===== src/design/dhcp_option_parser_defines.svh =====
// Assertion macros shared by the DHCP option parser modules.
`ifndef DHCP_OPTION_PARSER_DEFINES_SVH
`define DHCP_OPTION_PARSER_DEFINES_SVH

// A condition that must hold at every clock edge outside reset.
`define DOP_ASSERT_ALWAYS(lbl, cond, msg) \
   lbl: assert property (@(posedge clock) disable iff (reset) (cond)) else $error(msg);

// A condition that must hold in the cycle after a trigger.
`define DOP_ASSERT_NEXT(lbl, pre, post, msg) \
   lbl: assert property (@(posedge clock) disable iff (reset) (pre) |=> (post)) else $error(msg);

`endif


===== src/design/dop_pkg.sv =====
// Shared types, codes and the option code table of the DHCP option parser.
`timescale 1ns / 1ps
package dop_pkg;

   // Default geometry of the vendor area.
   localparam int AREA_SIZE_DEF    = 64;
   localparam int FIRST_OFFSET_DEF = 4;

   // Depth of the result queue; ready stays high while fewer than two wait.
   localparam int RSP_DEPTH = 3;

   // Option codes on the wire.
   localparam logic [7:0] CODE_MASK   = 8'h01;
   localparam logic [7:0] CODE_ROUTER = 8'h03;
   localparam logic [7:0] CODE_DNS    = 8'h06;
   localparam logic [7:0] CODE_LEASE  = 8'h33;
   localparam logic [7:0] CODE_TYPE   = 8'h35;
   localparam logic [7:0] CODE_SERVER = 8'h36;
   localparam logic [7:0] CODE_END    = 8'hFF;

   typedef enum logic [1:0] {
      PH_IDLE = 2'd0,
      PH_CODE = 2'd1,
      PH_LEN  = 2'd2,
      PH_VAL  = 2'd3
   } phase_type;

   typedef enum logic [2:0] {
      OPT_MASK   = 3'd0,
      OPT_ROUTER = 3'd1,
      OPT_DNS    = 3'd2,
      OPT_LEASE  = 3'd3,
      OPT_TYPE   = 3'd4,
      OPT_SERVER = 3'd5
   } opt_type;

   typedef enum logic [1:0] {
      ST_OK      = 2'd0,
      ST_BOUNDS  = 2'd1,
      ST_LENGTH  = 2'd2,
      ST_UNKNOWN = 2'd3
   } status_type;

   typedef struct packed {
      logic    known;
      opt_type opt;
   } code_info_type;

   typedef struct packed {
      status_type  status;
      logic [7:0]  msg_type;
      logic [31:0] subnet_mask;
      logic [31:0] router_addr;
      logic [31:0] dns_addr;
      logic [31:0] lease_seconds;
      logic [31:0] server_id;
   } rsp_type;

   typedef struct packed {
      logic    valid;
      rsp_type data;
   } push_type;

   // Maps an option code to the value it loads.
   function automatic code_info_type code_lookup(input logic [7:0] code);
      code_info_type info;
      info.known = 1'b1;
      info.opt   = OPT_MASK;
      case (code)
         CODE_MASK:   info.opt = OPT_MASK;
         CODE_ROUTER: info.opt = OPT_ROUTER;
         CODE_DNS:    info.opt = OPT_DNS;
         CODE_LEASE:  info.opt = OPT_LEASE;
         CODE_TYPE:   info.opt = OPT_TYPE;
         CODE_SERVER: info.opt = OPT_SERVER;
         default:     info.known = 1'b0;
      endcase
      return info;
   endfunction

endpackage


===== src/design/dop_req_if.sv =====
// Byte channel into the DHCP option parser.
`timescale 1ns / 1ps
interface dop_req_if;
   logic       valid;
   logic       ready;
   logic [7:0] opt_byte;
   logic       begin_req;

   modport source (output valid, output opt_byte, output begin_req, input ready);
   modport sink   (input valid, input opt_byte, input begin_req, output ready);
endinterface


===== src/design/dop_rsp_if.sv =====
// Result channel out of the DHCP option parser.
`timescale 1ns / 1ps
interface dop_rsp_if;
   logic        valid;
   logic        ready;
   logic [1:0]  status;
   logic [7:0]  msg_type;
   logic [31:0] subnet_mask;
   logic [31:0] router_addr;
   logic [31:0] dns_addr;
   logic [31:0] lease_seconds;
   logic [31:0] server_id;

   modport source (output valid, output status, output msg_type, output subnet_mask,
                   output router_addr, output dns_addr, output lease_seconds,
                   output server_id, input ready);
   modport sink   (input valid, input status, input msg_type, input subnet_mask,
                   input router_addr, input dns_addr, input lease_seconds,
                   input server_id, output ready);
endinterface


===== src/design/dhcp_option_parser.sv =====
// Top level of the byte-serial DHCP options parser.
// Takes one options byte per cycle while input ready is high; the byte that ends the packet
// passes the input register, then its result is pushed into the result queue.
// Input ready stays high while fewer than two results wait, so bytes stream back to back.
// Synchronous active-high reset returns the parser to idle, clears the learned values
// and empties the result queue.
`timescale 1ns / 1ps
module dhcp_option_parser #(
   parameter int AREA_SIZE    = dop_pkg::AREA_SIZE_DEF,
   parameter int FIRST_OFFSET = dop_pkg::FIRST_OFFSET_DEF
) (
   input logic       clock,
   input logic       reset,
   dop_req_if.sink   req_chan,
   dop_rsp_if.source rsp_chan
);
   import dop_pkg::*;

   push_type rsp_push;
   rsp_type  head;
   logic     room;
   logic     in_accept;

   // A byte transfers when the queue has room for its possible result.
   assign req_chan.ready = room;
   assign in_accept      = req_chan.valid && req_chan.ready;

   dop_parse_core #(
      .AREA_SIZE    (AREA_SIZE),
      .FIRST_OFFSET (FIRST_OFFSET)
   ) u_core (
      .clock     (clock),
      .reset     (reset),
      .in_accept (in_accept),
      .in_byte   (req_chan.opt_byte),
      .in_begin  (req_chan.begin_req),
      .rsp_push  (rsp_push)
   );

   dop_rsp_fifo u_fifo (
      .clock     (clock),
      .reset     (reset),
      .push      (rsp_push),
      .room      (room),
      .out_valid (rsp_chan.valid),
      .out_ready (rsp_chan.ready),
      .out_data  (head)
   );

   // Result payload from the head of the queue.
   assign rsp_chan.status        = head.status;
   assign rsp_chan.msg_type      = head.msg_type;
   assign rsp_chan.subnet_mask   = head.subnet_mask;
   assign rsp_chan.router_addr   = head.router_addr;
   assign rsp_chan.dns_addr      = head.dns_addr;
   assign rsp_chan.lease_seconds = head.lease_seconds;
   assign rsp_chan.server_id     = head.server_id;

endmodule


===== src/design/dop_parse_core.sv =====
// Input register, option parsing state and learned value registers.
`timescale 1ns / 1ps
`include "dhcp_option_parser_defines.svh"
module dop_parse_core #(
   parameter int AREA_SIZE    = dop_pkg::AREA_SIZE_DEF,
   parameter int FIRST_OFFSET = dop_pkg::FIRST_OFFSET_DEF
) (
   input  logic              clock,
   input  logic              reset,
   input  logic              in_accept,
   input  logic [7:0]        in_byte,
   input  logic              in_begin,
   output dop_pkg::push_type rsp_push
);
   import dop_pkg::*;

   localparam int POS_W = $clog2(AREA_SIZE);
   localparam int SUM_W = ((POS_W > 8) ? POS_W : 8) + 1;
   localparam logic [SUM_W-1:0] AREA_L    = SUM_W'(AREA_SIZE);
   localparam logic [POS_W-1:0] START_POS = POS_W'(FIRST_OFFSET);

   // Input register.
   logic       in_valid_ff;
   logic [7:0] in_byte_ff;
   logic       in_begin_ff;

   // Parsing state.
   phase_type   phase_ff, phase_in;
   logic [POS_W-1:0] position_ff, position_in;
   opt_type     cur_opt_ff, cur_opt_in;
   logic [2:0]  bytes_left_ff, bytes_left_in;
   logic [31:0] value_ff, value_in;
   logic [7:0]  type_ff, type_in;
   logic [31:0] mask_ff, mask_in;
   logic [31:0] router_ff, router_in;
   logic [31:0] dns_ff, dns_in;
   logic [31:0] lease_ff, lease_in;
   logic [31:0] server_ff, server_in;

   // Values as seen by the byte at hand; a start marker overrides the state.
   phase_type        cur_phase;
   logic [POS_W-1:0] cur_pos;
   logic [7:0]       cur_type;
   code_info_type    lookup;
   logic [SUM_W-1:0] pos_sum1;
   logic [SUM_W-1:0] len_sum;
   logic [2:0]       need;
   logic             len_ok;
   logic [31:0]      shifted;
   logic             emit;
   status_type       status;

   // Conditions watched by the assertions.
   logic             val_count_ok;
   logic             in_type_val;
   logic             restart;

   always_ff @(posedge clock) begin
      if (reset) begin
         in_valid_ff <= 1'b0;
      end else begin
         in_valid_ff <= in_accept;
      end
   end

   always_ff @(posedge clock) begin
      if (in_accept) begin
         in_byte_ff  <= in_byte;
         in_begin_ff <= in_begin;
      end
   end

   assign cur_phase = in_begin_ff ? PH_CODE : phase_ff;
   assign cur_pos   = in_begin_ff ? START_POS : position_ff;
   assign cur_type  = in_begin_ff ? 8'd0 : type_ff;
   assign lookup    = code_lookup(in_byte_ff);
   assign pos_sum1  = SUM_W'(cur_pos) + SUM_W'(1);
   assign len_sum   = pos_sum1 + SUM_W'(in_byte_ff);
   assign need      = (cur_opt_ff == OPT_TYPE) ? 3'd1 : 3'd4;
   assign len_ok    = (in_byte_ff == {5'd0, need});
   assign shifted   = {value_ff[23:0], in_byte_ff};

   // Next phase and the decision to end the packet with a result.
   always_comb begin
      phase_in = phase_ff;
      emit     = 1'b0;
      status   = ST_OK;
      if (in_valid_ff) begin
         case (cur_phase)
            PH_CODE: begin
               if (in_byte_ff == CODE_END) begin
                  emit   = 1'b1;
                  status = ST_OK;
               end else if (!lookup.known) begin
                  emit   = 1'b1;
                  status = ST_UNKNOWN;
               end else if (pos_sum1 >= AREA_L) begin
                  emit   = 1'b1;
                  status = ST_BOUNDS;
               end else begin
                  phase_in = PH_LEN;
               end
            end
            PH_LEN: begin
               if (len_sum >= AREA_L) begin
                  emit   = 1'b1;
                  status = ST_BOUNDS;
               end else if (!len_ok) begin
                  emit   = 1'b1;
                  status = ST_LENGTH;
               end else begin
                  phase_in = PH_VAL;
               end
            end
            PH_VAL: begin
               if (bytes_left_ff == 3'd1) begin
                  phase_in = PH_CODE;
               end else begin
                  phase_in = PH_VAL;
               end
            end
            default: phase_in = phase_ff;
         endcase
         if (emit) begin
            phase_in = PH_IDLE;
         end
      end
   end

   // Position, value assembly and commit of finished values.
   always_comb begin
      position_in   = position_ff;
      cur_opt_in    = cur_opt_ff;
      bytes_left_in = bytes_left_ff;
      value_in      = value_ff;
      type_in       = type_ff;
      mask_in       = mask_ff;
      router_in     = router_ff;
      dns_in        = dns_ff;
      lease_in      = lease_ff;
      server_in     = server_ff;
      if (in_valid_ff) begin
         position_in = cur_pos;
         type_in     = cur_type;
         case (cur_phase)
            PH_CODE: begin
               if (lookup.known) begin
                  cur_opt_in = lookup.opt;
               end
               if (phase_in == PH_LEN) begin
                  position_in = cur_pos + POS_W'(1);
               end
            end
            PH_LEN: begin
               if (phase_in == PH_VAL) begin
                  bytes_left_in = need;
                  value_in      = 32'd0;
                  position_in   = cur_pos + POS_W'(1);
               end
            end
            PH_VAL: begin
               value_in      = shifted;
               position_in   = cur_pos + POS_W'(1);
               bytes_left_in = bytes_left_ff - 3'd1;
               if (bytes_left_ff == 3'd1) begin
                  case (cur_opt_ff)
                     OPT_MASK:   mask_in   = shifted;
                     OPT_ROUTER: router_in = shifted;
                     OPT_DNS:    dns_in    = shifted;
                     OPT_LEASE:  lease_in  = shifted;
                     OPT_TYPE:   type_in   = shifted[7:0];
                     default:    server_in = shifted;
                  endcase
               end
            end
            default: position_in = cur_pos;
         endcase
      end
   end

   // Result assembled from the values committed so far.
   always_comb begin
      rsp_push.valid              = emit;
      rsp_push.data.status        = status;
      rsp_push.data.msg_type      = cur_type;
      rsp_push.data.subnet_mask   = mask_ff;
      rsp_push.data.router_addr   = router_ff;
      rsp_push.data.dns_addr      = dns_ff;
      rsp_push.data.lease_seconds = lease_ff;
      rsp_push.data.server_id     = server_ff;
   end

   always_ff @(posedge clock) begin
      if (reset) begin
         phase_ff      <= PH_IDLE;
         position_ff   <= '0;
         cur_opt_ff    <= OPT_MASK;
         bytes_left_ff <= 3'd0;
         value_ff      <= 32'd0;
         type_ff       <= 8'd0;
         mask_ff       <= 32'd0;
         router_ff     <= 32'd0;
         dns_ff        <= 32'd0;
         lease_ff      <= 32'd0;
         server_ff     <= 32'd0;
      end else begin
         phase_ff      <= phase_in;
         position_ff   <= position_in;
         cur_opt_ff    <= cur_opt_in;
         bytes_left_ff <= bytes_left_in;
         value_ff      <= value_in;
         type_ff       <= type_in;
         mask_ff       <= mask_in;
         router_ff     <= router_in;
         dns_ff        <= dns_in;
         lease_ff      <= lease_in;
         server_ff     <= server_in;
      end
   end

   assign val_count_ok = (bytes_left_ff != 3'd0) && (bytes_left_ff <= 3'd4);
   assign in_type_val  = (phase_ff == PH_VAL) && (cur_opt_ff == OPT_TYPE);
   assign restart      = in_valid_ff && in_begin_ff;

   // A result always returns the parser to idle.
   `DOP_ASSERT_NEXT(a_idle_after_result, emit, phase_ff == PH_IDLE, "no idle after result")
   // A value field counts down from its length and never sits at zero.
   `DOP_ASSERT_ALWAYS(a_val_count, phase_ff != PH_VAL || val_count_ok, "bad value byte count")
   // The message type option carries one value byte.
   `DOP_ASSERT_ALWAYS(a_type_len, !in_type_val || bytes_left_ff == 3'd1, "bad type length")
   // A start marker clears the message type.
   `DOP_ASSERT_NEXT(a_begin_clears_type, restart, type_ff == 8'd0, "type not cleared")

endmodule


===== src/design/dop_rsp_fifo.sv =====
// Small result queue that parts the parser from the result channel.
`timescale 1ns / 1ps
`include "dhcp_option_parser_defines.svh"
module dop_rsp_fifo (
   input  logic              clock,
   input  logic              reset,
   input  dop_pkg::push_type push,
   output logic              room,
   output logic              out_valid,
   input  logic              out_ready,
   output dop_pkg::rsp_type  out_data
);
   import dop_pkg::*;

   localparam int PTR_W = $clog2(RSP_DEPTH);
   localparam int CNT_W = $clog2(RSP_DEPTH + 1);
   localparam logic [PTR_W-1:0] LAST_PTR = PTR_W'(RSP_DEPTH - 1);

   rsp_type          entries_ff [RSP_DEPTH];
   logic [PTR_W-1:0] head_ff, head_in;
   logic [PTR_W-1:0] tail_ff, tail_in;
   logic [CNT_W-1:0] count_ff, count_in;
   logic             pop;

   assign out_valid = (count_ff != '0);
   assign out_data  = entries_ff[head_ff];
   assign pop       = out_valid && out_ready;
   // One item may still be in flight in the parser, so leave one slot spare.
   assign room      = (count_ff < CNT_W'(RSP_DEPTH - 1));

   // Pointer and fill count update.
   always_comb begin
      head_in  = head_ff;
      tail_in  = tail_ff;
      if (pop) begin
         head_in = (head_ff == LAST_PTR) ? '0 : head_ff + PTR_W'(1);
      end
      if (push.valid) begin
         tail_in = (tail_ff == LAST_PTR) ? '0 : tail_ff + PTR_W'(1);
      end
      count_in = count_ff + CNT_W'(push.valid) - CNT_W'(pop);
   end

   always_ff @(posedge clock) begin
      if (reset) begin
         head_ff  <= '0;
         tail_ff  <= '0;
         count_ff <= '0;
      end else begin
         head_ff  <= head_in;
         tail_ff  <= tail_in;
         count_ff <= count_in;
      end
   end

   always_ff @(posedge clock) begin
      if (push.valid) begin
         entries_ff[tail_ff] <= push.data;
      end
   end

   `DOP_ASSERT_ALWAYS(a_count_bound, count_ff <= CNT_W'(RSP_DEPTH), "queue count out of range")
   `DOP_ASSERT_ALWAYS(a_no_overflow, !push.valid || count_ff < CNT_W'(RSP_DEPTH), "overflow")
   `DOP_ASSERT_ALWAYS(a_empty_ptrs, count_ff != '0 || head_ff == tail_ff, "pointers split")

endmodule


===== src/flat_wrapper.sv =====
// flat-port wrapper written by rule: the top's interface ports become plain ports
module dhcp_option_parser_flat import dop_pkg::*;
#(
   parameter int AREA_SIZE    = dop_pkg::AREA_SIZE_DEF,
   parameter int FIRST_OFFSET = dop_pkg::FIRST_OFFSET_DEF
)
  (clock, reset, req_chan_valid, req_chan_opt_byte, req_chan_begin_req, req_chan_ready, rsp_chan_valid, rsp_chan_status, rsp_chan_msg_type, rsp_chan_subnet_mask, rsp_chan_router_addr, rsp_chan_dns_addr, rsp_chan_lease_seconds, rsp_chan_server_id, rsp_chan_ready);
  dop_req_if req_chan_i ();
  dop_rsp_if rsp_chan_i ();
  input logic clock;
  input logic reset;
  input wire logic [$bits(req_chan_i.valid)-1:0] req_chan_valid;
  input wire logic [$bits(req_chan_i.opt_byte)-1:0] req_chan_opt_byte;
  input wire logic [$bits(req_chan_i.begin_req)-1:0] req_chan_begin_req;
  output wire logic [$bits(req_chan_i.ready)-1:0] req_chan_ready;
  output wire logic [$bits(rsp_chan_i.valid)-1:0] rsp_chan_valid;
  output wire logic [$bits(rsp_chan_i.status)-1:0] rsp_chan_status;
  output wire logic [$bits(rsp_chan_i.msg_type)-1:0] rsp_chan_msg_type;
  output wire logic [$bits(rsp_chan_i.subnet_mask)-1:0] rsp_chan_subnet_mask;
  output wire logic [$bits(rsp_chan_i.router_addr)-1:0] rsp_chan_router_addr;
  output wire logic [$bits(rsp_chan_i.dns_addr)-1:0] rsp_chan_dns_addr;
  output wire logic [$bits(rsp_chan_i.lease_seconds)-1:0] rsp_chan_lease_seconds;
  output wire logic [$bits(rsp_chan_i.server_id)-1:0] rsp_chan_server_id;
  input wire logic [$bits(rsp_chan_i.ready)-1:0] rsp_chan_ready;
  assign req_chan_i.valid = req_chan_valid;
  assign req_chan_i.opt_byte = req_chan_opt_byte;
  assign req_chan_i.begin_req = req_chan_begin_req;
  assign req_chan_ready = req_chan_i.ready;
  assign rsp_chan_valid = rsp_chan_i.valid;
  assign rsp_chan_status = rsp_chan_i.status;
  assign rsp_chan_msg_type = rsp_chan_i.msg_type;
  assign rsp_chan_subnet_mask = rsp_chan_i.subnet_mask;
  assign rsp_chan_router_addr = rsp_chan_i.router_addr;
  assign rsp_chan_dns_addr = rsp_chan_i.dns_addr;
  assign rsp_chan_lease_seconds = rsp_chan_i.lease_seconds;
  assign rsp_chan_server_id = rsp_chan_i.server_id;
  assign rsp_chan_i.ready = rsp_chan_ready;
  dhcp_option_parser #(.AREA_SIZE(AREA_SIZE), .FIRST_OFFSET(FIRST_OFFSET)) u_core (.clock(clock), .reset(reset), .req_chan(req_chan_i), .rsp_chan(rsp_chan_i));
endmodule

===== config.mk =====
export PLATFORM = sky130hd
export DESIGN_NAME = dhcp_option_parser_flat
export DESIGN_NICKNAME = d
export VERILOG_FILES = /design/src/design/dop_pkg.sv /design/src/design/dop_req_if.sv /design/src/design/dop_rsp_if.sv /design/src/design/dhcp_option_parser.sv /design/src/design/dop_parse_core.sv /design/src/design/dop_rsp_fifo.sv /design/src/flat_wrapper.sv
export VERILOG_INCLUDE_DIRS = /design/src /design/src/design
export SDC_FILE = /design/constraint.sdc
export NUM_CORES = 1
export LEC_CHECK = 0
export BUFFER_PORTS_ARGS = -buffer_cell sky130_fd_sc_hd__buf_2
export CORE_MARGIN = 5
export CORE_UTILIZATION = 45
export CTS_CLUSTER_DIAMETER = 80
export DETAILED_ROUTE_END_ITERATION = 7
export PLACE_DENSITY_LB_ADDON = 0.12
export SLEW_MARGIN = 10
export SYNTH_ARGS = -nofsm -noshare
export SYNTH_HDL_FRONTEND = slang
export SYNTH_HIERARCHICAL = 1
export SYNTH_SLANG_ARGS = --single-unit
export TNS_END_PERCENT = 5

===== constraint.sdc =====
create_clock -name clock -period 19.4 [get_ports clock]
set_input_delay 3.88 -clock clock [delete_from_list [all_inputs] [get_ports clock]]
set_output_delay 3.88 -clock clock [all_outputs]
set_load 0.01 [all_outputs]

==> results_dict.tcl <==
set metrics [dict create \
    clock_sinks 734 \
    drive_gt1_share_pct 15.20 \
    synth_ff_type "edfxtp_1" \
    cts_tree "built" \
    r2r_start "u_core/u_core/in_begin_ff" \
    slew_viol_final 0 \
    num_antenna_cells 0 \
    total_power_mw 3.116 \
    synth.avg_cell_area_um2 12.94 \
    area_growth_pct 13.78 \
    drtIter0Drc 1358 \
    maxCapViolCount 0 \
    worstHoldStart "u_core/u_core/server_ff[25]" \
    ys_types 72 \
    gp_congestion 0.8159 \
    fmax_ghz 0.1383 \
    grt-ovfl-total 0 \
    tightest_slew_ns 1.288 \
    dr_total_vias 16890 \
    grtUsageMet2_pct 32.36 \
    place_ws_ns 12.83 \
    start_util_pct 45.19 \
    fin_skew_ns 0.02204 \
    firstDrtPassIters 5 \
    power_density_mw_per_mm2 98.75 \
    yosysMostFrequentCell "edfxtp_1" \
    fillers 5330 \
    synthArstFlopShare_pct 0 \
    core_area_mm2 0.06137 \
    antenna_left 0 \
    synth_edf_count 519 \
    grt_pass1_vias 16220 \
    end_kind "output pin" \
    grt_use_met1_pct 27.95 \
    routedWlPerCell_um 21.93 \
    synth_fp_nets 2171 \
    clk_pin_slew_worst_paths_ns 0.06 \
    cts_buffers 75 \
    fin_cells 3145 \
    yosys.area.top_type "edfxtp_1" \
    fin_nets 2321 \
    max-slew-margin-rel_pct 14.12 \
    crit_fanout 244 \
    drc 0 \
    grt_max_degree 245 \
    register_area_mm2 0.01990 \
    finalCriticalPeriod_ns 7.230 \
    die_x_um 258.2 \
    antenna_found_initial 1 \
    vdd_drop_max_mv 0.07593 \
    hold_buffers 0 \
    fin_crit_sh_pct 37.27 \
    clk_latency_ns 0.60 \
    utilization_pct 51.41 \
    synth_commonest_cells "edfxtp_1, nand2_1, dfxtp_1, a21oi_1, mux2i_1" \
    grt.total_usage_pct 20.20 \
    port_buffers 184 \
    cts-root-buf "clkbuf_16" \
    die_area_mm2 0.06669 \
    worst_hold_path_type "reg -> reg" \
    cts_buffer_depth 3 \
    status "finished clean" \
    via_per_inst 5.371 \
    synth_cells 2143 \
    dp_hpwl_um 39050 \
    multiInputGateArea_mm2 0.007074 \
    finalSetupViolCount 0 \
    rsz0062_at_grt "no" \
    top_usage_layer "met2" \
    die_y_um 258.2 \
    crit_path_start_kind "flip-flop" \
    wl_um 68980 \
    grt_pass1_wl_um 102900 \
    path_class "reg -> out" \
    ys_ff_latch 734 \
    worstPathArrival_ns 3.35 \
    place_inst 3006 \
    hold_viol 0 \
    netlist_area_mm2 0.02773 \
    htree_levels 3 \
    grtUsageMet3_pct 3.615 \
    num_rows 91 \
    synth_area_leaders "edfxtp_1, dfxtp_1, nand2_1, mux2i_1, a21oi_1" \
    tns_ns 0 \
    io_pins 185 \
    ys_seq_area_share_pct 71.72 \
    p_leak_nw 10.22 \
    cts_setup_buffers 0 \
    yosysWarnings 6 \
    cp.required_ns 15.52 \
    synth_top_area_share_pct 56.20 \
    setup_ws_ns 12.17 \
    postCtsResizedCells 0 \
]
==> final cells by class <==
| type | count | area share, % |
|---|---|---|
| Sequential cell | 734 | 63.06 |
| Multi-Input combinational cell | 1258 | 22.42 |
| Clock buffer | 107 | 6.753 |
| Timing Repair Buffer | 207 | 3.644 |
| Tap cell | 790 | 3.133 |
| Clock inverter | 32 | 0.7852 |
| Inverter | 17 | 0.2022 |
==> kinds of logic after synthesis <==
family,after synthesis,synth area share [%]
mux,175,6.344
fa+ha+maj,15,0.7039
xor+xnor,6,0.1895
simple gates,627,9.236
flops,734,71.72
buf+inv,151,2.928
compound gates,435,8.875
==> critical path: stages, from the launching register on <==
cell     delay (ns)
dfxtp_4        0.97
buf_12         0.58
o21ai_0        0.49
buf_2          0.27
==> placed cells by master (no fill, tap or decap), types with 4 or more instances in the layout <==
cell type	instances
edfxtp_1	519
nand2_1	516
dfxtp_1	213
buf_2	183
a21oi_1	180
mux2i_1	172
o21ai_1	103
o21ai_0	81
clkbuf_16	78
nor2_1	36
clkinv_2	22
clkbuf_1	22
a22o_1	21
buf_4	19
inv_1	16
nor2b_1	14
ha_1	14
a22oi_1	10
nand3_1	9
nor3_1	9
clkbuf_8	7
nand2b_1	5
a22o_2	5
xor2_1	4
or3_1	4
o311ai_0	4
a31o_2	4
buf_12	4
==> flip-flops by register name, indices dropped and copies added, names as in the netlist, 6 cells and up, named ones only <==
register / flops
u_core/u_fifo/entries_ff: 510
u_core/u_core/dns_ff: 32
u_core/u_core/lease_ff: 32
u_core/u_core/mask_ff: 32
u_core/u_core/router_ff: 32
u_core/u_core/server_ff: 32
u_core/u_core/value_ff: 24
u_core/u_core/in_byte_ff: 8
u_core/u_core/type_ff: 8
u_core/u_core/position_ff: 6
==> worst paths after layout <==
| kind | endpoint | slack [ns] | cells past startpoint |
|---|---|---|---|
| worst max register to register | u_core/u_fifo/entries_ff[1][42] | 13.89 | 12 |
| worst min register to register | u_core/u_fifo/entries_ff[2][25] | 0.47 | 0 |
| worst min-delay path | u_core/u_fifo/entries_ff[2][25] | 0.47 | 0 |
| worst max-delay path | rsp_chan_subnet_mask[26] | 12.17 | 3 |
==> metrics by stage <==
stage / hold WS [ns] / instance area (µm²)
2_1_floorplan: 0.4422 / 27730
3_3_place_gp: 0.4466 / 29170
3_5_place_dp: 0.4547 / 29170
4_1_cts: 0.4661 / 31550
5_1_grt: 0.4838 / 31550
6_report: 0.4696 / 31550
==> power breakdown <==
part	total, mW	switching [mW]	leakage, nW	internal [mW]
Clock	1.38	0.580	1.19	0.796
Combinational	0.0666	0.0460	2.48	0.0206
Sequential	1.67	0.00568	6.55	1.67
==> routing by layer <==
| metal | vias up | part of all wire (%) |
|---|---|---|
| met2 | 535 | 47 |
| li1 | 8001 | - |
| met1 | 8248 | 44 |
| met4 | 2 | 3.2 |
| met5 | - | 0.019 |
| met3 | 105 | 6.2 |
(Power assumes the default switching activity.)
